--- src/design/tsvf_pkg.sv ---
// Package with the word types, register indexes and character codes of the text formatter.
`timescale 1ns / 1ps
package tsvf_pkg;

	typedef struct packed {
		logic [7:0] in_byte;
		logic       file_start;
	} item_t;

	typedef struct packed {
		logic [7:0] out_byte;
		logic       last;
	} result_t;

	typedef struct packed {
		logic       num;
		logic       pre;
		logic [7:0] pre_byte;
		logic [7:0] fin_byte;
	} job_ctl_t;

	localparam int CFG_INDEX_W = 3;
	localparam logic [CFG_INDEX_W-1:0] CFG_NUMBER_NONBLANK  = 3'd0;
	localparam logic [CFG_INDEX_W-1:0] CFG_NUMBER_ALL       = 3'd1;
	localparam logic [CFG_INDEX_W-1:0] CFG_SQUEEZE_BLANK    = 3'd2;
	localparam logic [CFG_INDEX_W-1:0] CFG_SHOW_TABS        = 3'd3;
	localparam logic [CFG_INDEX_W-1:0] CFG_SHOW_ENDS        = 3'd4;
	localparam logic [CFG_INDEX_W-1:0] CFG_SHOW_NONPRINTING = 3'd5;

	localparam logic [7:0] CHAR_TAB      = 8'd9;
	localparam logic [7:0] CHAR_NL       = 8'd10;
	localparam logic [7:0] CHAR_SPACE    = 8'd32;
	localparam logic [7:0] CHAR_DOLLAR   = 8'd36;
	localparam logic [7:0] CHAR_ZERO     = 8'd48;
	localparam logic [7:0] CHAR_QUESTION = 8'd63;
	localparam logic [7:0] CHAR_I        = 8'd73;
	localparam logic [7:0] CHAR_CARET    = 8'd94;
	localparam logic [7:0] CHAR_DEL      = 8'd127;
	localparam logic [7:0] CARET_OFFSET  = 8'd64;

	localparam int JOBQ_DEPTH = 4;

endpackage

--- src/design/text_stream_visible_formatter.sv ---
// Top level of the text formatter: front end, job queue and back end.
//
// The formatter takes one text byte per word and gives the formatted bytes, the final one of
// each input marked by last. The front end takes a byte whenever the queue has room and queues
// a job; the back end sends one output word per cycle while a job waits and the output register
// is empty or popped. A byte gives one word if plain, two for a caret or dollar form, and
// NUMBER_DIGITS + 1 more when a line number leads it. A squeezed newline gives no words or job.
// The job queue is four jobs deep, so the input keeps flowing while output words wait to be
// popped. Configuration writes are always ready and are meant for times when no job is pending.
`timescale 1ns / 1ps
module text_stream_visible_formatter #(
	parameter int NUMBER_DIGITS = 6
) (
	input  logic                              clk,
	input  logic                              arst_n,
	input  logic                              push,
	output logic                              full,
	input  tsvf_pkg::item_t                   item,
	output logic                              empty,
	input  logic                              pop,
	output tsvf_pkg::result_t                 result,
	input  logic                              cfg_valid,
	output logic                              cfg_ready,
	input  logic [tsvf_pkg::CFG_INDEX_W-1:0]  cfg_index,
	input  logic                              cfg_data
);
	import tsvf_pkg::*;

	localparam int NW = 4 * NUMBER_DIGITS;
	localparam int JW = $bits(job_ctl_t) + NW + NUMBER_DIGITS;

	logic                     accept;
	logic                     job_push;
	logic                     job_pop;
	logic                     job_valid;
	logic                     jobq_full;
	job_ctl_t                 push_ctl;
	logic [NW-1:0]            push_number;
	logic [NUMBER_DIGITS-1:0] push_blank;
	job_ctl_t                 head_ctl;
	logic [NW-1:0]            head_number;
	logic [NUMBER_DIGITS-1:0] head_blank;
	logic [JW-1:0]            head_job;

	assign cfg_ready = 1'b1;
	assign full      = jobq_full;
	assign accept    = push && !jobq_full;

	tsvf_front #(
		.NUMBER_DIGITS(NUMBER_DIGITS)
	) u_front (
		.clk        (clk),
		.arst_n     (arst_n),
		.accept     (accept),
		.item       (item),
		.cfg_write  (cfg_valid),
		.cfg_index  (cfg_index),
		.cfg_data   (cfg_data),
		.job_push   (job_push),
		.job_ctl    (push_ctl),
		.job_number (push_number),
		.job_blank  (push_blank)
	);

	tsvf_jobq #(
		.WIDTH(JW),
		.DEPTH(JOBQ_DEPTH)
	) u_jobq (
		.clk     (clk),
		.arst_n  (arst_n),
		.wr_en   (job_push),
		.wr_data ({push_ctl, push_number, push_blank}),
		.rd_en   (job_pop),
		.rd_data (head_job),
		.valid   (job_valid),
		.full    (jobq_full)
	);

	assign {head_ctl, head_number, head_blank} = head_job;

	tsvf_back #(
		.NUMBER_DIGITS(NUMBER_DIGITS)
	) u_back (
		.clk        (clk),
		.arst_n     (arst_n),
		.job_valid  (job_valid),
		.job_ctl    (head_ctl),
		.job_number (head_number),
		.job_blank  (head_blank),
		.job_pop    (job_pop),
		.result     (result),
		.empty      (empty),
		.pop        (pop)
	);

	// The back end retires a job only while one is at the head of the queue.
	a_pop_needs_job: assert property (@(posedge clk) disable iff (!arst_n)
		job_pop |-> job_valid)
		else $error("job retired from an empty queue");

	// A job is queued only when there is room for it.
	a_push_has_room: assert property (@(posedge clk) disable iff (!arst_n)
		job_push |-> !jobq_full)
		else $error("job queued into a full queue");

	// A waiting word that is not the last of its input leaves its job at the queue head.
	a_partial_keeps_job: assert property (@(posedge clk) disable iff (!arst_n)
		(!empty && !result.last) |-> job_valid)
		else $error("job retired before its last word was sent");

endmodule

--- src/design/tsvf_front.sv ---
// Front end: configuration registers, squeeze and numbering decisions, line counter.
`timescale 1ns / 1ps
module tsvf_front #(
	parameter int NUMBER_DIGITS = 6
) (
	input  logic                                clk,
	input  logic                                arst_n,
	input  logic                                accept,
	input  tsvf_pkg::item_t                     item,
	input  logic                                cfg_write,
	input  logic [tsvf_pkg::CFG_INDEX_W-1:0]    cfg_index,
	input  logic                                cfg_data,
	output logic                                job_push,
	output tsvf_pkg::job_ctl_t                  job_ctl,
	output logic [4*NUMBER_DIGITS-1:0]          job_number,
	output logic [NUMBER_DIGITS-1:0]            job_blank
);
	import tsvf_pkg::*;

	localparam int NW = 4 * NUMBER_DIGITS;
	localparam logic [NW-1:0] NUMBER_ONE = NW'(1);

	logic          number_nonblank_q;
	logic          number_all_q;
	logic          squeeze_blank_q;
	logic          show_tabs_q;
	logic          show_ends_q;
	logic          show_nonprinting_q;

	logic [NW-1:0] number_q;
	logic [1:0]    run_q;
	logic          at_line_start_q;

	logic          eff_ls;
	logic [1:0]    eff_run;
	logic [1:0]    new_run;
	logic          is_nl;
	logic          is_tab;
	logic          squeezed;
	logic          num_now;
	logic [NW-1:0] number_inc;
	logic          all_nines;

	always_ff @(posedge clk or negedge arst_n) begin
		if (!arst_n) begin
			number_nonblank_q  <= 1'b0;
			number_all_q       <= 1'b0;
			squeeze_blank_q    <= 1'b0;
			show_tabs_q        <= 1'b0;
			show_ends_q        <= 1'b0;
			show_nonprinting_q <= 1'b0;
		end else if (cfg_write) begin
			case (cfg_index)
				CFG_NUMBER_NONBLANK:  number_nonblank_q  <= cfg_data;
				CFG_NUMBER_ALL:       number_all_q       <= cfg_data;
				CFG_SQUEEZE_BLANK:    squeeze_blank_q    <= cfg_data;
				CFG_SHOW_TABS:        show_tabs_q        <= cfg_data;
				CFG_SHOW_ENDS:        show_ends_q        <= cfg_data;
				CFG_SHOW_NONPRINTING: show_nonprinting_q <= cfg_data;
				default: ;
			endcase
		end
	end

	always_comb begin
		eff_ls  = item.file_start | at_line_start_q;
		eff_run = item.file_start ? 2'd0 : run_q;
		is_nl   = item.in_byte == CHAR_NL;
		is_tab  = item.in_byte == CHAR_TAB;
		new_run = eff_run;
		if (squeeze_blank_q) begin
			if (is_nl && eff_ls) begin
				new_run = (eff_run == 2'd2) ? 2'd2 : eff_run + 2'd1;
			end else begin
				new_run = 2'd0;
			end
		end
		squeezed = squeeze_blank_q && (new_run == 2'd2);
		if (number_nonblank_q) begin
			num_now = eff_ls && !is_nl;
		end else begin
			num_now = number_all_q && eff_ls;
		end
	end

	always_comb begin
		job_ctl.num      = num_now;
		job_ctl.pre      = 1'b0;
		job_ctl.pre_byte = CHAR_CARET;
		job_ctl.fin_byte = item.in_byte;
		if (show_tabs_q && is_tab) begin
			job_ctl.pre      = 1'b1;
			job_ctl.fin_byte = CHAR_I;
		end else if (show_ends_q && is_nl) begin
			job_ctl.pre      = 1'b1;
			job_ctl.pre_byte = CHAR_DOLLAR;
		end else if (show_nonprinting_q && (item.in_byte < CHAR_TAB
				|| (item.in_byte > CHAR_NL && item.in_byte < CHAR_SPACE))) begin
			job_ctl.pre      = 1'b1;
			job_ctl.fin_byte = item.in_byte + CARET_OFFSET;
		end else if (show_nonprinting_q && item.in_byte == CHAR_DEL) begin
			job_ctl.pre      = 1'b1;
			job_ctl.fin_byte = CHAR_QUESTION;
		end
	end

	// Increment with carry through digits at nine; the counter holds at all nines.
	always_comb begin
		logic       carry;
		logic [3:0] dig;
		carry      = 1'b1;
		all_nines  = 1'b1;
		number_inc = number_q;
		for (int d = 0; d < NUMBER_DIGITS; d++) begin
			dig = number_q[4*d +: 4];
			if (dig != 4'd9) begin
				all_nines = 1'b0;
			end
			if (carry) begin
				number_inc[4*d +: 4] = (dig >= 4'd9) ? 4'd0 : dig + 4'd1;
			end
			carry = carry && (dig >= 4'd9);
		end
	end

	// A digit prints as a space while it and every higher digit are zero, except the lowest digit.
	always_comb begin
		logic hi_zero;
		hi_zero = 1'b1;
		for (int d = NUMBER_DIGITS - 1; d >= 0; d--) begin
			hi_zero      = hi_zero && (number_q[4*d +: 4] == 4'd0);
			job_blank[d] = hi_zero && (d != 0);
		end
	end

	assign job_number = number_q;
	assign job_push   = accept && !squeezed;

	always_ff @(posedge clk or negedge arst_n) begin
		if (!arst_n) begin
			number_q        <= NUMBER_ONE;
			run_q           <= 2'd0;
			at_line_start_q <= 1'b1;
		end else if (accept) begin
			run_q           <= new_run;
			at_line_start_q <= is_nl;
			if (num_now && !squeezed && !all_nines) begin
				number_q <= number_inc;
			end
		end
	end

endmodule

--- src/design/tsvf_jobq.sv ---
// Short first-in first-out queue of decoded jobs between the front and back ends.
`timescale 1ns / 1ps
module tsvf_jobq #(
	parameter int WIDTH = 8,
	parameter int DEPTH = 4
) (
	input  logic             clk,
	input  logic             arst_n,
	input  logic             wr_en,
	input  logic [WIDTH-1:0] wr_data,
	input  logic             rd_en,
	output logic [WIDTH-1:0] rd_data,
	output logic             valid,
	output logic             full
);
	localparam int PW = (DEPTH > 1) ? $clog2(DEPTH) : 1;
	localparam int CW = $clog2(DEPTH + 1);

	logic [WIDTH-1:0] mem_q [DEPTH];
	logic [PW-1:0]    wr_ptr_q;
	logic [PW-1:0]    rd_ptr_q;
	logic [CW-1:0]    count_q;

	assign valid   = count_q != '0;
	assign full    = count_q == CW'(DEPTH);
	assign rd_data = mem_q[rd_ptr_q];

	always_ff @(posedge clk) begin
		if (wr_en) begin
			mem_q[wr_ptr_q] <= wr_data;
		end
	end

	always_ff @(posedge clk or negedge arst_n) begin
		if (!arst_n) begin
			wr_ptr_q <= '0;
			rd_ptr_q <= '0;
			count_q  <= '0;
		end else begin
			if (wr_en) begin
				wr_ptr_q <= (wr_ptr_q == PW'(DEPTH - 1)) ? '0 : wr_ptr_q + 1'b1;
			end
			if (rd_en) begin
				rd_ptr_q <= (rd_ptr_q == PW'(DEPTH - 1)) ? '0 : rd_ptr_q + 1'b1;
			end
			if (wr_en && !rd_en) begin
				count_q <= count_q + 1'b1;
			end else if (rd_en && !wr_en) begin
				count_q <= count_q - 1'b1;
			end
		end
	end

endmodule

--- src/design/tsvf_back.sv ---
// Back end: walks each job, sending its output words through an output register one per cycle unless held.
`timescale 1ns / 1ps
module tsvf_back #(
	parameter int NUMBER_DIGITS = 6
) (
	input  logic                         clk,
	input  logic                         arst_n,
	input  logic                         job_valid,
	input  tsvf_pkg::job_ctl_t           job_ctl,
	input  logic [4*NUMBER_DIGITS-1:0]   job_number,
	input  logic [NUMBER_DIGITS-1:0]     job_blank,
	output logic                         job_pop,
	output tsvf_pkg::result_t            result,
	output logic                         empty,
	input  logic                         pop
);
	import tsvf_pkg::*;

	localparam int SW = $clog2(NUMBER_DIGITS + 3);
	localparam logic [SW-1:0] STEP_TAB = SW'(NUMBER_DIGITS);
	localparam logic [SW-1:0] STEP_PRE = SW'(NUMBER_DIGITS + 1);
	localparam logic [SW-1:0] STEP_FIN = SW'(NUMBER_DIGITS + 2);

	logic          active_q;
	logic [SW-1:0] step_q;
	logic          out_valid_q;
	result_t       result_q;

	logic [SW-1:0] step;
	logic [SW-1:0] next_step;
	logic [3:0]    digit;
	logic          digit_blank;
	logic [7:0]    cur_byte;
	logic          is_final;
	logic          emit;

	always_comb begin
		if (active_q) begin
			step = step_q;
		end else if (job_ctl.num) begin
			step = '0;
		end else if (job_ctl.pre) begin
			step = STEP_PRE;
		end else begin
			step = STEP_FIN;
		end
	end

	// The most significant digit comes out first.
	always_comb begin
		digit       = job_number[3:0];
		digit_blank = job_blank[0];
		for (int i = 0; i < NUMBER_DIGITS; i++) begin
			if (step == SW'(NUMBER_DIGITS - 1 - i)) begin
				digit       = job_number[4*i +: 4];
				digit_blank = job_blank[i];
			end
		end
	end

	always_comb begin
		is_final  = 1'b0;
		next_step = step + 1'b1;
		if (step == STEP_TAB) begin
			cur_byte  = CHAR_TAB;
			next_step = job_ctl.pre ? STEP_PRE : STEP_FIN;
		end else if (step == STEP_PRE) begin
			cur_byte = job_ctl.pre_byte;
		end else if (step == STEP_FIN) begin
			cur_byte = job_ctl.fin_byte;
			is_final = 1'b1;
		end else begin
			cur_byte = digit_blank ? CHAR_SPACE : CHAR_ZERO + {4'd0, digit};
		end
	end

	assign emit    = job_valid && (!out_valid_q || pop);
	assign job_pop = emit && is_final;
	assign empty   = !out_valid_q;
	assign result  = result_q;

	always_ff @(posedge clk or negedge arst_n) begin
		if (!arst_n) begin
			active_q    <= 1'b0;
			step_q      <= '0;
			out_valid_q <= 1'b0;
		end else begin
			if (emit) begin
				active_q    <= !is_final;
				step_q      <= next_step;
				out_valid_q <= 1'b1;
			end else if (pop) begin
				out_valid_q <= 1'b0;
			end
		end
	end

	always_ff @(posedge clk) begin
		if (emit) begin
			result_q.out_byte <= cur_byte;
			result_q.last     <= is_final;
		end
	end

endmodule
--- config.mk ---
export PLATFORM = sky130hd
export DESIGN_NAME = text_stream_visible_formatter
export DESIGN_NICKNAME = d
export VERILOG_FILES = /design/src/design/tsvf_pkg.sv /design/src/design/text_stream_visible_formatter.sv /design/src/design/tsvf_front.sv /design/src/design/tsvf_jobq.sv /design/src/design/tsvf_back.sv
export SDC_FILE = /design/constraint.sdc
export NUM_CORES = 1
export LEC_CHECK = 0
export BUFFER_PORTS_ARGS = -buffer_cell sky130_fd_sc_hd__buf_4
export CORE_MARGIN = 2
export CORE_UTILIZATION = 45
export DETAILED_ROUTE_END_ITERATION = 10
export PLACE_DENSITY = 0.69
export REMOVE_ABC_BUFFERS = 1
export SLEW_MARGIN = 20
export SYNTH_ARGS = -nofsm -noshare
export SYNTH_HDL_FRONTEND = slang
export SYNTH_SLANG_ARGS = --single-unit
--- constraint.sdc ---
create_clock -name clk -period 3.9 [get_ports clk]
set_input_delay 0.39 -clock clk [delete_from_list [all_inputs] [get_ports clk]]
set_output_delay 0.39 -clock clk [all_outputs]
set_load 0.02 [all_outputs]
After elaboration in Yosys (flattened, before gate mapping). Memory sizes are Yosys's and may differ from the RTL's. Index checks and enable logic that the tools add are counted.

Register bits after elaboration: 55. Logic and storage cells: 185. Bits of input ports: 18. Memories: 1. RAM bits: 188. Output and inout bits: 12.

Memories: u_jobq.mem_q (depth 4, bits a word 47, read ports 1, clocked after Yosys merged registers in 0, write ports 1, RTL line tsvf_jobq.sv:19) `logic [WIDTH-1:0] mem_q [DEPTH];`.

Muxes and demuxes: 55. Reductions and logical operators: 57. Magnitude comparators: 9. Add/subtract/negate cells: 14. Eq/ne operators: 26. Bitwise logic cells: 1.

Operator list (number): $mux 8 (8); $mux 4 (15); $add 4x1->4 const B (7); $logic_and 1x1->1 (25); $ge 4x4->1 const B (6); $logic_not 4->1 (6); $ne 4x4->1 const B (6); $mux 1 (23); $eq 8x4->1 const B (2); $reduce_and 3->1 (5); $reduce_and 2->1 (7); $eq 4x3->1 const B (3); $mux 2 (6); $eq 3x3->1 const B (3); $add 8x7->8 const B (1); $eq 2x2->1 const B (4); $eq 4x2->1 const B (2); $eq 8x7->1 const B (1); $gt 8x4->1 const B (1); $logic_not 1->1 (8); $lt 8x4->1 const B (1); $lt 8x6->1 const B (1); $add 6x4->7 const A (1); $mux 7 (1); other kinds (13) (19).

Depth between registers and ports, before layout. Gate-level depths: netlist of the first run. An unclocked memory read counts as a cell.

Word-level depth: 14. Depth in mapped cells: 17. Gate-level depth less buffers: 16.

Cells and area by module. A second synthesis of the first run with hierarchy kept.

Cell total of the unflattened synthesis: 684. Area, all modules: 11125.7 µm².

Modules (own cells, without submodules): tsvf_jobq (cells each 288, area each 7397.1 µm², times used 1, sequential area each 5940.7 µm²); tsvf_front (cells each 251, area each 2379.8 µm², times used 1, sequential area each 828.3 µm²); tsvf_back (cells each 142, area each 1323.8 µm², times used 1, sequential area each 420.4 µm²); text_stream_visible_formatter (cells each 3, area each 25.0 µm², times used 1, sequential area each 0.0 µm²).

Least setup slack after synthesis of the first run. OpenSTA, ideal clock, no wires.

Kind: register -> register. Start: register u_jobq.rd_ptr_q[1]. End: register u_jobq.count_q[1]. Arrival time: 3131 ps. Library setup time: 125 ps. Cell stages (with the launch flop): 15. Setup slack: 645 ps. Cells stage by stage: dfrtp_1 > buf_6 > mux2i_1 > nand3b_1 > nand2_1 > a21oi_1 > ha_1 > inv_1 > nor3_4 > and2_1 > inv_1 > ha_1 > inv_1 > fa_1 > mux2_2.

Word-level cells in the longest chain between the ends: 12. Elaborated cells between the ends (all ways): 16. Those cells by class: 3 x eq/ne; 7 x mux; 5 x reduce/logical; 1 x memory.

Ends and longest elaborated chain: start: declaration (RTL line tsvf_jobq.sv:21) `logic [PW-1:0] rd_ptr_q;`; start signal: assignment (RTL line tsvf_jobq.sv:44) `rd_ptr_q <= (rd_ptr_q == PW'(DEPTH - 1)) ? '0 : rd_ptr_q + 1'b1;`; $mem_v2 4x47 *; $mux 4 (RTL line tsvf_back.sv:42) `end else if (job_ctl.pre) begin`; $mux 4 * (RTL line tsvf_back.sv:40) `end else if (job_ctl.num) begin`; $mux 4 * (RTL line tsvf_back.sv:38) `if (active_q) begin`; $eq 4x4->1 (RTL line tsvf_back.sv:69) `end else if (step == STEP_FIN) begin`; $mux 1 (RTL line tsvf_back.sv:69); $mux 1 (RTL line tsvf_back.sv:67) `end else if (step == STEP_PRE) begin`; $mux 1 * (RTL line tsvf_back.sv:64) `if (step == STEP_TAB) begin`; net u_back.is_final (RTL line tsvf_back.sv:34) `logic is_final;`; $logic_and 1x1->1 * (RTL line tsvf_back.sv:78) `assign job_pop = emit && is_final;`; $logic_not 1->1 (RTL line tsvf_jobq.sv:46) `if (wr_en && !rd_en) begin`; $logic_and 1x1->1 (RTL line tsvf_jobq.sv:46); $mux 3 / $reduce_bool 2->1 (equally long branches); end signal: assignment (RTL line tsvf_jobq.sv:47) `count_q <= count_q + 1'b1;`; end signal: assignment (RTL line tsvf_jobq.sv:49) `count_q <= count_q - 1'b1;`; end: declaration (RTL line tsvf_jobq.sv:22) `logic [CW-1:0] count_q;`.

Mark *: on every way through the listed nets, which the timed path passes. The rest lies on a longest branch. A chain may end at the register's enable or synchronous reset.

Worst setup path after layout of the first run. Same ends and word-level chain as after synthesis.

==> flow_summary.ini, run 1 <==
[run_status]
run_status = completed

[critical_path]
r2r_start = u_jobq.rd_ptr_q[1]$_DFFE_PN0P_
reg2regPathDepth = 13
criticalPathCategory = flip-flop to flip-flop
startpoint_type = flip-flop
r2r-end = u_jobq.count_q[1]$_DFFE_PN0P_
cp-startpoint = u_jobq.rd_ptr_q[1]$_DFFE_PN0P_
required_ns = 4.29
reg2reg_setup_slack_ns = 0.28
worstPathArrival_ns = 4.01
end_kind = flip-flop
crit_fanout = 10

[route]
route.vias.total = 5643
dr.pass1.iters = 5
drtIter0Drc = 503
drc_errors = 0
antenna_left = 0
routed_wirelength_um = 20120
viasPerCell = 5.723
wl_per_cell_um = 20.40

[worst_hold_path]
hp-start = pop
holdPathEnd = u_back.out_valid_q$_DFFE_PN0P_
worstHoldPathCells = 2
min_path_type = input port to flip-flop

[global_routing]
grt-ovfl-total = 0
antenna_found_initial = 0
grt_use_total = 0.1715
grt_max_degree = 47
grt_pass1_wl_um = 31330
first_global_vias = 5767

[synthesis]
syn_avg_cell_area_um2 = 15.19
synthFlopType = edfxtp_1
synth_cell_types = 73
ys_async_sr_fraction = 0.2100
synthTopCellsByArea = edfxtp_1 (53%), dfrtp_1 (11%), mux4_2 (7.1%)
syn_inst = 649
synth.yosys.seq_area_share = 0.6442
yosys_warnings = 0
syn-cell-area_mm2 = 0.009856
synth_top_area_frac = 0.5271
synth_edf_count = 173
ys_seq_elements = 219
yosys.area.top_type = edfxtp_1

[floorplan]
dieArea_mm2 = 0.02310
die_w_um = 152.0
fp-row-count = 54
initial_utilization = 0.4544
core_area_mm2 = 0.02169
chipHeight_um = 152.0
ios = 30

[sta]
max_clock_freq_mhz = 275.9
clock_skew_ns = 0.008087
fin_crit_sh = 0.9294
setup_violations = 0
period_needed_ns = 3.625
rsz0062_at_grt = no
relSlewSlack = 0.3070
worst_pin_slew_ns = 1.026
report.final.slew_viol_count = 0
report.final.hold_viol_count = 0
finalWorstSetupSlack_ns = 0.2753

[cts]
tritoncts = done
cts_buffers = 22
cts-root-buf = clkbuf_16
clk_pin_slew_ns = 0.06
ctsResizeCount = 0
clock_sinks = 219
insertion_delay_ns = 0.50
clockBufferDepth = 3
htreeDepth = 1

[placement]
pre_cts_ws_ns = 0.2404
dp_cells = 943
placed_cell_area_mm2 = 0.01038
dp_hpwl_um = 12920
gp_congestion = 0.8936
port-buffer-count = 28

[finish]
drive_above_1_share = 0.1969
post-route-util = 0.5130
nNetsFinal = 745
area_growth_syn_to_layout_pct = 12.89
mostFrequentLayoutCells = edfxtp_1 (173), dfrtp_1 (43), nand2_1 (41), buf_4 (40), ha_1 (36)
fillers = 1699
design_area_mm2 = 0.01113
final_cells = 986
final_common_cell = edfxtp_1
diodes = 0

[power]
power_uw = 7865
cellLeakagePower_uw = 0.003998
powerDensity_mw_per_mm2 = 707.0
ir_drop_mv = 0.3493

[run]
max_cap_viol_count = 0
==> synth_stat cells, drive strengths merged, types with 3 or more instances <==
cell type,number
a211o,3
a211oi,3
a21boi,4
a21oi,28
a22oi,4
a41oi,5
and2,13
and3,10
buf,11
clkbuf,13
dfrtp,44
edfxtp,173
ha,36
inv,32
mux2,11
mux2i,7
mux4,38
nand2,41
nand2b,13
nand3,17
nand3b,4
nand4,3
nand4b,7
nor2,35
nor2b,3
nor3,7
nor3b,4
nor4,3
nor4b,3
o21ai,33
o22ai,7
xnor2,3
==> critical path: stages (launching register included) <==
cell	delay [ns]
dfrtp_1	0.49
mux2i_1	0.34
or3b_1	0.20
nand2_1	0.09
a21oi_1	0.29
ha_1	0.23
inv_1	0.09
nor3_4	0.43
and2_1	0.31
inv_1	0.08
ha_1	0.20
inv_1	0.08
fa_1	0.41
mux2_2	0.27
==> how the worst max path moves through the flow <==
| stage | end | slack (ns) | cells past startpoint |
|---|---|---|---|
| after floorplan | u_jobq.count_q[1]$_DFFE_PN0P_ | -0.61 | 13 |
| after global placement | u_back.result[3]$_SDFFCE_PP0P_ | 0.44 | 12 |
| final | u_jobq.count_q[1]$_DFFE_PN0P_ | 0.28 | 13 |
| after detailed placement | u_back.result[3]$_SDFFCE_PP0P_ | 0.24 | 12 |
| after CTS | u_back.result[3]$_SDFFCE_PP0P_ | 0.19 | 12 |
| after global routing | u_jobq.count_q[2]$_DFFE_PN0P_ | 0.03 | 16 |
==> kinds of logic after synthesis <==
logic type | Yosys count | share of synthesized area
AOI/OAI and AO/OA | 105 | 0.06957
other | 1 | 0.0003805
muxes | 56 | 0.1092
xor gates and xnor gates | 5 | 0.004444
buffers and inverters | 56 | 0.02412
DFF | 219 | 0.6442
and+or+nand+nor | 170 | 0.1004
adders and majority gates | 37 | 0.04773
==> cell type report <==
| class | count | area (um2) | area share |
|---|---|---|---|
| Timing Repair Buffer | 41 | 310.3 | 0.02789 |
| Tap cell | 280 | 350.3 | 0.03149 |
| Inverter | 32 | 120.1 | 0.01080 |
| Clock inverter | 15 | 133.9 | 0.01203 |
| Clock buffer | 25 | 583.1 | 0.05241 |
| Sequential cell | 219 | 6350 | 0.5707 |
| Multi-Input combinational cell | 374 | 3278 | 0.2946 |
==> where the power goes <==
| part | internal, uW | total (uW) | leakage (uW) | switching [uW] |
|---|---|---|---|---|
| registers | 3110 | 3370 | 0.00209 | 262 |
| clock network | 1210 | 2070 | 0.000331 | 859 |
| logic | 1010 | 2430 | 0.00157 | 1420 |
| total | 5320 | 7870 | 0.00400 | 2540 |
==> flip-flops by register name, indices dropped and copies added (netlist names) <==
register / flops
u_back.active_q: 1
u_back.out_valid_q: 1
u_back.result: 9
u_back.step_q: 4
u_front.at_line_start_q: 1
u_front.job_number: 24
u_front.number_all_q: 1
u_front.number_nonblank_q: 1
u_front.run_q: 2
u_front.show_ends_q: 1
u_front.show_nonprinting_q: 1
u_front.show_tabs_q: 1
u_front.squeeze_blank_q: 1
u_jobq.count_q: 3
u_jobq.mem_q: 164
u_jobq.rd_ptr_q: 2
u_jobq.wr_ptr_q: 2
==> timing repair <==
item	CTS	global route
endpoints found under the setup margin	0	1
hold endpoints to repair	44	0
setup buffers	0	2
hold buffers	1	0
==> per-stage QoR <==
stage	TNS (ns)	hold WS (ns)
2_1_floorplan	-2.868	0.09441
3_3_place_gp	0	0.4608
3_5_place_dp	0	0.4806
4_1_cts	0	0.1025
5_1_grt	0	0.09474
6_report	0	0.1071
==> per-layer routing <==
| layer | GRT usage | vias to the layer above | part of all wire |
|---|---|---|---|
| li1 | - | 2576 | - |
| met1 | 0.2293 | 2906 | 0.44 |
| met2 | 0.2952 | 128 | 0.50 |
| met3 | 0.02253 | 33 | 0.039 |
| met4 | 0.05162 | 0 | 0.023 |
| met5 | 0 | - | 0 |
Power figures use the tool's default switching activity.
==> run 2, diff against run 1 <==
CAP_MARGIN = 10   (was not set)
CELL_PAD_IN_SITES_DETAIL_PLACEMENT = 1   (was not set)
CELL_PAD_IN_SITES_GLOBAL_PLACEMENT = 1   (was not set)
PLACE_DENSITY = 0.77   (was 0.69)
==> run 2 against run 1 <==
Clock-buffer cell count rose by 5; cell count increased by 0.20%; sequential power about the same; non-clock buffer count is 2 higher; routed wire length up 11%; clock power is 2% lower; first-iteration DRC count shrank 19%; combinational power grew 4%; largest power group unchanged; highest routed layer unchanged.
==> flow_summary.ini, run 2 (synthesized netlist as in run 1, its figures left out) <==
[sta]
period_needed_ns = 3.674
report.final.hold_viol_count = 0
setup_violations = 0
rsz0062_at_grt = no
worst_pin_slew_ns = 1.053
relSlewSlack = 0.2889
clock_skew_ns = 0.01088
fin_crit_sh = 0.9421
whs_ns = 0.08690
max_clock_freq_mhz = 272.2
report.final.slew_viol_count = 0

[critical_path]
cp-startpoint = u_jobq.rd_ptr_q[1]$_DFFE_PN0P_
end_kind = flip-flop
worstPathArrival_ns = 4.03
crit_fanout = 13
r2r_start = u_jobq.rd_ptr_q[1]$_DFFE_PN0P_
required_ns = 4.26
criticalPathCategory = flip-flop to flip-flop
startpoint_type = flip-flop

[cts]
clock_sinks = 219
insertion_delay_ns = 0.51
clk_pin_slew_ns = 0.07
cts_buffers = 22
tritoncts = done
cts-root-buf = clkbuf_16
clockBufferDepth = 3
htreeDepth = 1

[finish]
nNetsFinal = 747
regArea_mm2 = 0.006351
area_growth_syn_to_layout_pct = 13.34
regMostFlops = u_jobq.mem_q
diodes = 0
largest_reg_flops = 164
fillers = 2081
final_cells = 988
mostFrequentLayoutCells = edfxtp_1 (173), dfrtp_1 (42), nand2_1 (41), buf_4 (39), ha_1 (36)
drive_above_1_share = 0.2048
post-route-util = 0.5151
final_common_cell = edfxtp_1
multiInputGateArea_mm2 = 0.003289

[floorplan]
initial_utilization = 0.4544
core_area_mm2 = 0.02169
ios = 30
chipHeight_um = 152.0
fp-row-count = 54
dieArea_mm2 = 0.02310
die_w_um = 152.0

[power]
power_frac_comb = 0.319
p_clk_frac = 0.255
cellLeakagePower_uw = 0.004019
ir_drop_mv = 0.3004
power_switching_share = 0.3326
seq_power_share = 0.426
p_switching_uw = 2644
p_int_uw = 5304
powerDensity_mw_per_mm2 = 711.5

[route]
routed_wirelength_um = 22350
wl_per_cell_um = 22.62
drc_errors = 0
dr.pass1.iters = 5
antenna_left = 0
route.vias.total = 5769
drtIter0Drc = 408
viasPerCell = 5.839

[global_routing]
grt_pass1_wl_um = 36200
grt_max_degree = 47
grt_use_total = 0.1974
antenna_found_initial = 0
grt-ovfl-total = 0
first_global_vias = 6199

[placement]
port-buffer-count = 28
gp_congestion = 0.8330
dp_hpwl_um = 14880
dp_cells = 944

[run_status]
run_status = completed

[run]
max_cap_viol_count = 0

[worst_hold_path]
min_path_type = input port to flip-flop
hp-start = pop
run 2: changes by cell type in the layout (fill, tap and decap cells not counted), sizes merged:
cell      before  now
clkinv         7    5
inv           32   33
clkinvlp       6    3
buf           40   42
clkbuf        25   30
bufinv         2    1
run 2: path summary, 6_finish.rpt:
check	endpoint	slack, ns	cells past startpoint
max reg2reg	u_back.result[2]$_SDFFCE_PP0P_	0.23	15
max	u_back.result[2]$_SDFFCE_PP0P_	0.23	15
max in group asynchronous	u_jobq.rd_ptr_q[1]$_DFFE_PN0P_	2.95	2
min	u_back.out_valid_q$_DFFE_PN0P_	0.09	2
min in group asynchronous	u_front.job_number[14]$_DFFE_PN0P_	0.46	2
min reg2reg	u_jobq.count_q[2]$_DFFE_PN0P_	0.50	1
run 2: final cells by class:
type / count / area share
tap: 280 / 0.03136
timing repair buffer: 43 / 0.03248
inverter: 32 / 0.01075
multi-input combinational: 374 / 0.2945
clock inverter: 10 / 0.008625
sequential: 219 / 0.5685
clock buffer: 30 / 0.05376
run 2: power groups by stage:
stage               logic [uW]  registers [uW]  clock network (uW)
global route              2780            3430                2140
global placement          2410            3370                   0
detailed placement        2500            3420                   0
CTS                       2540            3380                2050
floorplan                 1560            3500                   0
finish                    2530            3390                2030
run 2: critical path: stages, from the launching register on:
cell and delay, ns:
dfrtp_2 0.49, mux2i_2 0.34, or3b_1 0.42, nand2_1 0.14, a21o_1 0.15, inv_1 0.07, ha_1 0.19, buf_4 0.18
nand3_1 0.13, nor4_4 0.09, buf_4 0.17, buf_4 0.14, a211o_1 0.27, a211oi_2 0.41, nand4b_1 0.19, a21boi_1 0.15
run 2: what timing repair did:
| item | CTS | global route |
|---|---|---|
| endpoints found under the hold margin | 44 | 0 |
| pin swaps | 1 | 0 |
| gates resized for setup | 0 | 4 |
| endpoints found under the setup margin | 1 | 7 |
| buffers inserted | 3 | 0 |
| hold buffers | 1 | 0 |
run 2: metrics by stage:
| step | TNS (ns) | setup slack [ns] | cell area (um2) | total power, uW |
|---|---|---|---|---|
| after floorplan | -2.868 | -0.6133 | 9738 | 5057 |
| after global placement | 0 | 0.3910 | 10430 | 5774 |
| after detailed placement | 0 | 0.1247 | 10430 | 5920 |
| after CTS | 0 | 0.09255 | 11160 | 7979 |
| after global routing | 0 | 0.01200 | 11170 | 8354 |
| final | 0 | 0.2260 | 11170 | 7948 |
run 2: routing by layer:
layer	share of wire	vias to the layer above	global-route usage	wire length, um
met5	0	-	0	0
met4	0.017	0	0.05073	377
met3	0.032	30	0.01825	706
met2	0.51	124	0.3402	11460
met1	0.44	3031	0.2723	9803
li1	-	2584	-	-
==> run 3, diff against run 2 <==
ABC_AREA = 1   (was not set)
PLACE_DENSITY = 0.8   (was 0.77)
SYNTH_HIERARCHICAL = 1   (was not set)
==> run 3 against run 2 <==
Routed wire length increased by 31%; synthesized area grew 27%; combinational power increased by 42%; sequential power up 11%; worst setup slack gained 0.17 ns; utilization down 1.8 points; critical path type unchanged; largest power group unchanged.
==> flow_summary.ini, run 3 <==
[synthesis]
syn-cell-area_mm2 = 0.01253
ys_seq_elements = 247
synth.yosys.seq_area_share = 0.5738
synth_cell_types = 46
synthTopCellsByArea = edfxtp_1 (48%), nand2_1 (8.9%), dfrtp_1 (8.8%)
synth_fa_ha_area_frac = 0.03555
synth_top_area_frac = 0.4817
synth_xor_area_frac = 0.007689
yosys.area.top_type = edfxtp_1
yosys.area_share.simple = 0.1738
synth-compound-area-share = 0.1103
synth.mux.area_fraction = 0
synth_top_family_by_area = simple AND/OR/NAND/NOR gates
yosys_warnings = 6
syn_avg_cell_area_um2 = 10.78
syn_inst = 1162
synth_common_cells = nand2_1 (298), edfxtp_1 (201), inv_1 (190)
ys_async_sr_fraction = 0.1862
synthMostInstantiatedCell = nand2_1
synth_edf_count = 201
synthFlopType = edfxtp_1

[power]
ir_drop_mv = 0.5159
power_uw = 9750
powerDensity_mw_per_mm2 = 709.5
cellLeakagePower_uw = 0.005992

[finish]
design_area_mm2 = 0.01374
final_cells = 1581
diodes = 0
nNetsFinal = 1236
final_common_cell = nand2_1
mostFrequentLayoutCells = nand2_1 (298), edfxtp_1 (201), inv_1 (186), o211ai_2 (66), nor2_1 (45)
largest_reg_flops = 192
area_growth_syn_to_layout_pct = 9.676
drive_above_1_share = 0.1771
regMostFlops = u_jobq/mem_q

[sta]
setup_violations = 0
report.final.slew_viol_count = 0
max_clock_freq_mhz = 285.0
fin_crit_sh = 0.8997
worst_pin_slew_ns = 0.9562
clock_skew_ns = 0.01625
rsz0062_at_grt = no
relSlewSlack = 0.3625
period_needed_ns = 3.509
report.final.hold_viol_count = 0

[cts]
ctsResizeCount = 0
cts_buffers = 27
clock_sinks = 247
clockBufferDepth = 3
cts-root-buf = clkbuf_16
htreeDepth = 1
postCtsSetupRepairBufs = 0
tritoncts = done
clk_pin_slew_ns = 0.06
insertion_delay_ns = 0.53

[route]
routed-wl-met3_um = 817
drc_errors = 0
drt-met1-wl_um = 12410
route.vias.total = 8144
antenna_left = 0
drtIter0Drc = 415
dr_wl_met2_um = 15380
routed_wirelength_um = 29210
viasPerCell = 5.151
dr.pass1.iters = 4
wl_per_cell_um = 18.47
highest_layer = met4

[critical_path]
cpPeakStageDelay_ns = 0.44
crit_fanout = 9
r2r-end = u_jobq/count_q[1]$_DFFE_PN0P_
worstPathArrival_ns = 3.93
cpMostUsedCell = nand2_1
criticalPathCategory = flip-flop to flip-flop
reg2regPathDepth = 18
r2r_start = u_jobq/rd_ptr_q[0]$_DFFE_PN0P_
reg2reg_setup_slack_ns = 0.39
required_ns = 4.32
startpoint_type = flip-flop
end_kind = flip-flop
cp_cell_sequence = inv_6 -> nand2_1 -> o211ai_1 -> nand2_1 -> nand2_2 -> inv_1 -> a21oi_1 -> ha_1 -> inv_1 -> nor2_4 -> nand2_1 -> nor2_1 -> inv_1 -> ha_1 -> inv_1 -> fa_1 -> nand2_1 -> nand2_1
cpMaxStageDelayCell = dfrtp_1

[placement]
dp_hpwl_um = 19150
port-buffer-count = 28
placed_cell_area_mm2 = 0.01289
gp_congestion = 0.7851
dp_cells = 1531

[worst_hold_path]
holdPathEnd = u_jobq/mem_q[1][35]$_DFFE_PP_
worstHoldPathCells = 1
min_path_type = input port to flip-flop
hp-start = item[6]

[floorplan]
initial_utilization = 0.4535
fp-row-count = 61
ios = 30
die_w_um = 170.9
core_area_mm2 = 0.02763
chipHeight_um = 170.9
dieArea_mm2 = 0.02919

[run]
max_cap_viol_count = 0

[global_routing]
first_global_vias = 8907
grt_pass1_wl_um = 46990
grt-ovfl-total = 0
antenna_found_initial = 0
grt_use_total = 0.2059
grt_max_degree = 186

[run_status]
run_status = completed
==> run 3: changes by cell type in the layout (fill, tap and decap cells not counted), moves of 28 or more <==
cell and delta:
edfxtp_1 +28, inv_1 +154, mux4_2 -31, nand2_1 +257, nand4_1 +30, o211ai_1 +29
o211ai_2 +66
==> run 3: cell type report <==
class,count,area (um2)
fillers,3037,13890
flip-flops and latches,247,7191
multi-input cells,662,4120
clock buffers,42,804.5
inverters,204,772.0
well taps,378,473.0
repair buffers,41,347.8
clock inverters,7,33.78
==> run 3: repair_timing <==
item / 4_1_cts / 5_1_grt
hold buffers: 1 / 0
endpoints found under the hold margin: 44 / 0
setup endpoints to repair: 0 / 0
==> run 3: per-layer routing <==
layer | vias up | global-route usage
met4 | 0 | 0.05490
li1 | 3905 | -
met2 | 105 | 0.3809
met5 | - | 0
met3 | 47 | 0.02313
met1 | 4087 | 0.2553
==> run 3: through the flow <==
step	setup slack (ns)	TNS [ns]	hold slack, ns	utilization
2_1_floorplan	-1.052	-8.409	0.09441	-
3_3_place_gp	0.6585	0	0.4581	0.4667
3_5_place_dp	0.4023	0	0.4575	0.4667
4_1_cts	0.3665	0	0.07472	0.4974
5_1_grt	0.03885	0	0.07598	0.4974
6_report	0.3911	0	0.09460	0.4974
==> run 3: logic make-up after synthesis <==
logic type	after synthesis
XOR/XNOR	11
buffers and inverters	255
adder cells (fa/ha/maj)	35
AO/OA/AOI/OAI	149
other	3
flip-flops	247
AND/OR/NAND/NOR	462
==> run 3: worst max-delay path by stage <==
stage          slack [ns]  cells after the start                            end                      startpoint
6_report             0.39                     18  u_jobq/count_q[1]$_DFFE_PN0P_  u_jobq/rd_ptr_q[0]$_DFFE_PN0P_
5_1_grt              0.04                     21  u_jobq/count_q[2]$_DFFE_PN0P_  u_jobq/rd_ptr_q[0]$_DFFE_PN0P_
4_1_cts              0.37                     18  u_jobq/count_q[1]$_DFFE_PN0P_  u_jobq/rd_ptr_q[0]$_DFFE_PN0P_
3_5_place_dp         0.40                     18  u_jobq/count_q[1]$_DFFE_PN0P_  u_jobq/rd_ptr_q[0]$_DFFE_PN0P_
3_3_place_gp         0.66                     18  u_jobq/count_q[1]$_DFFE_PN0P_  u_jobq/rd_ptr_q[0]$_DFFE_PN0P_
2_1_floorplan       -1.05                     18  u_jobq/count_q[1]$_DFFE_PN0P_  u_jobq/rd_ptr_q[0]$_DFFE_PN0P_
==> run 3: worst max-delay path: cells and delay by family, from the launching register on <==
| family | cells | cell delay, ns |
|---|---|---|
| buf+inv | 5 | 0.53 |
| flops | 1 | 0.44 |
| simple gates | 8 | 1.04 |
| fa+ha+maj | 3 | 1.01 |
| compound gates | 2 | 0.37 |
==> run 3: where the power goes <==
group          internal (uW)  leakage (uW)  switching [uW]
Clock                   1410      0.000407            1000
Combinational           1100       0.00314            2480
Sequential              3490       0.00244             264
Total                   6000       0.00599            3750
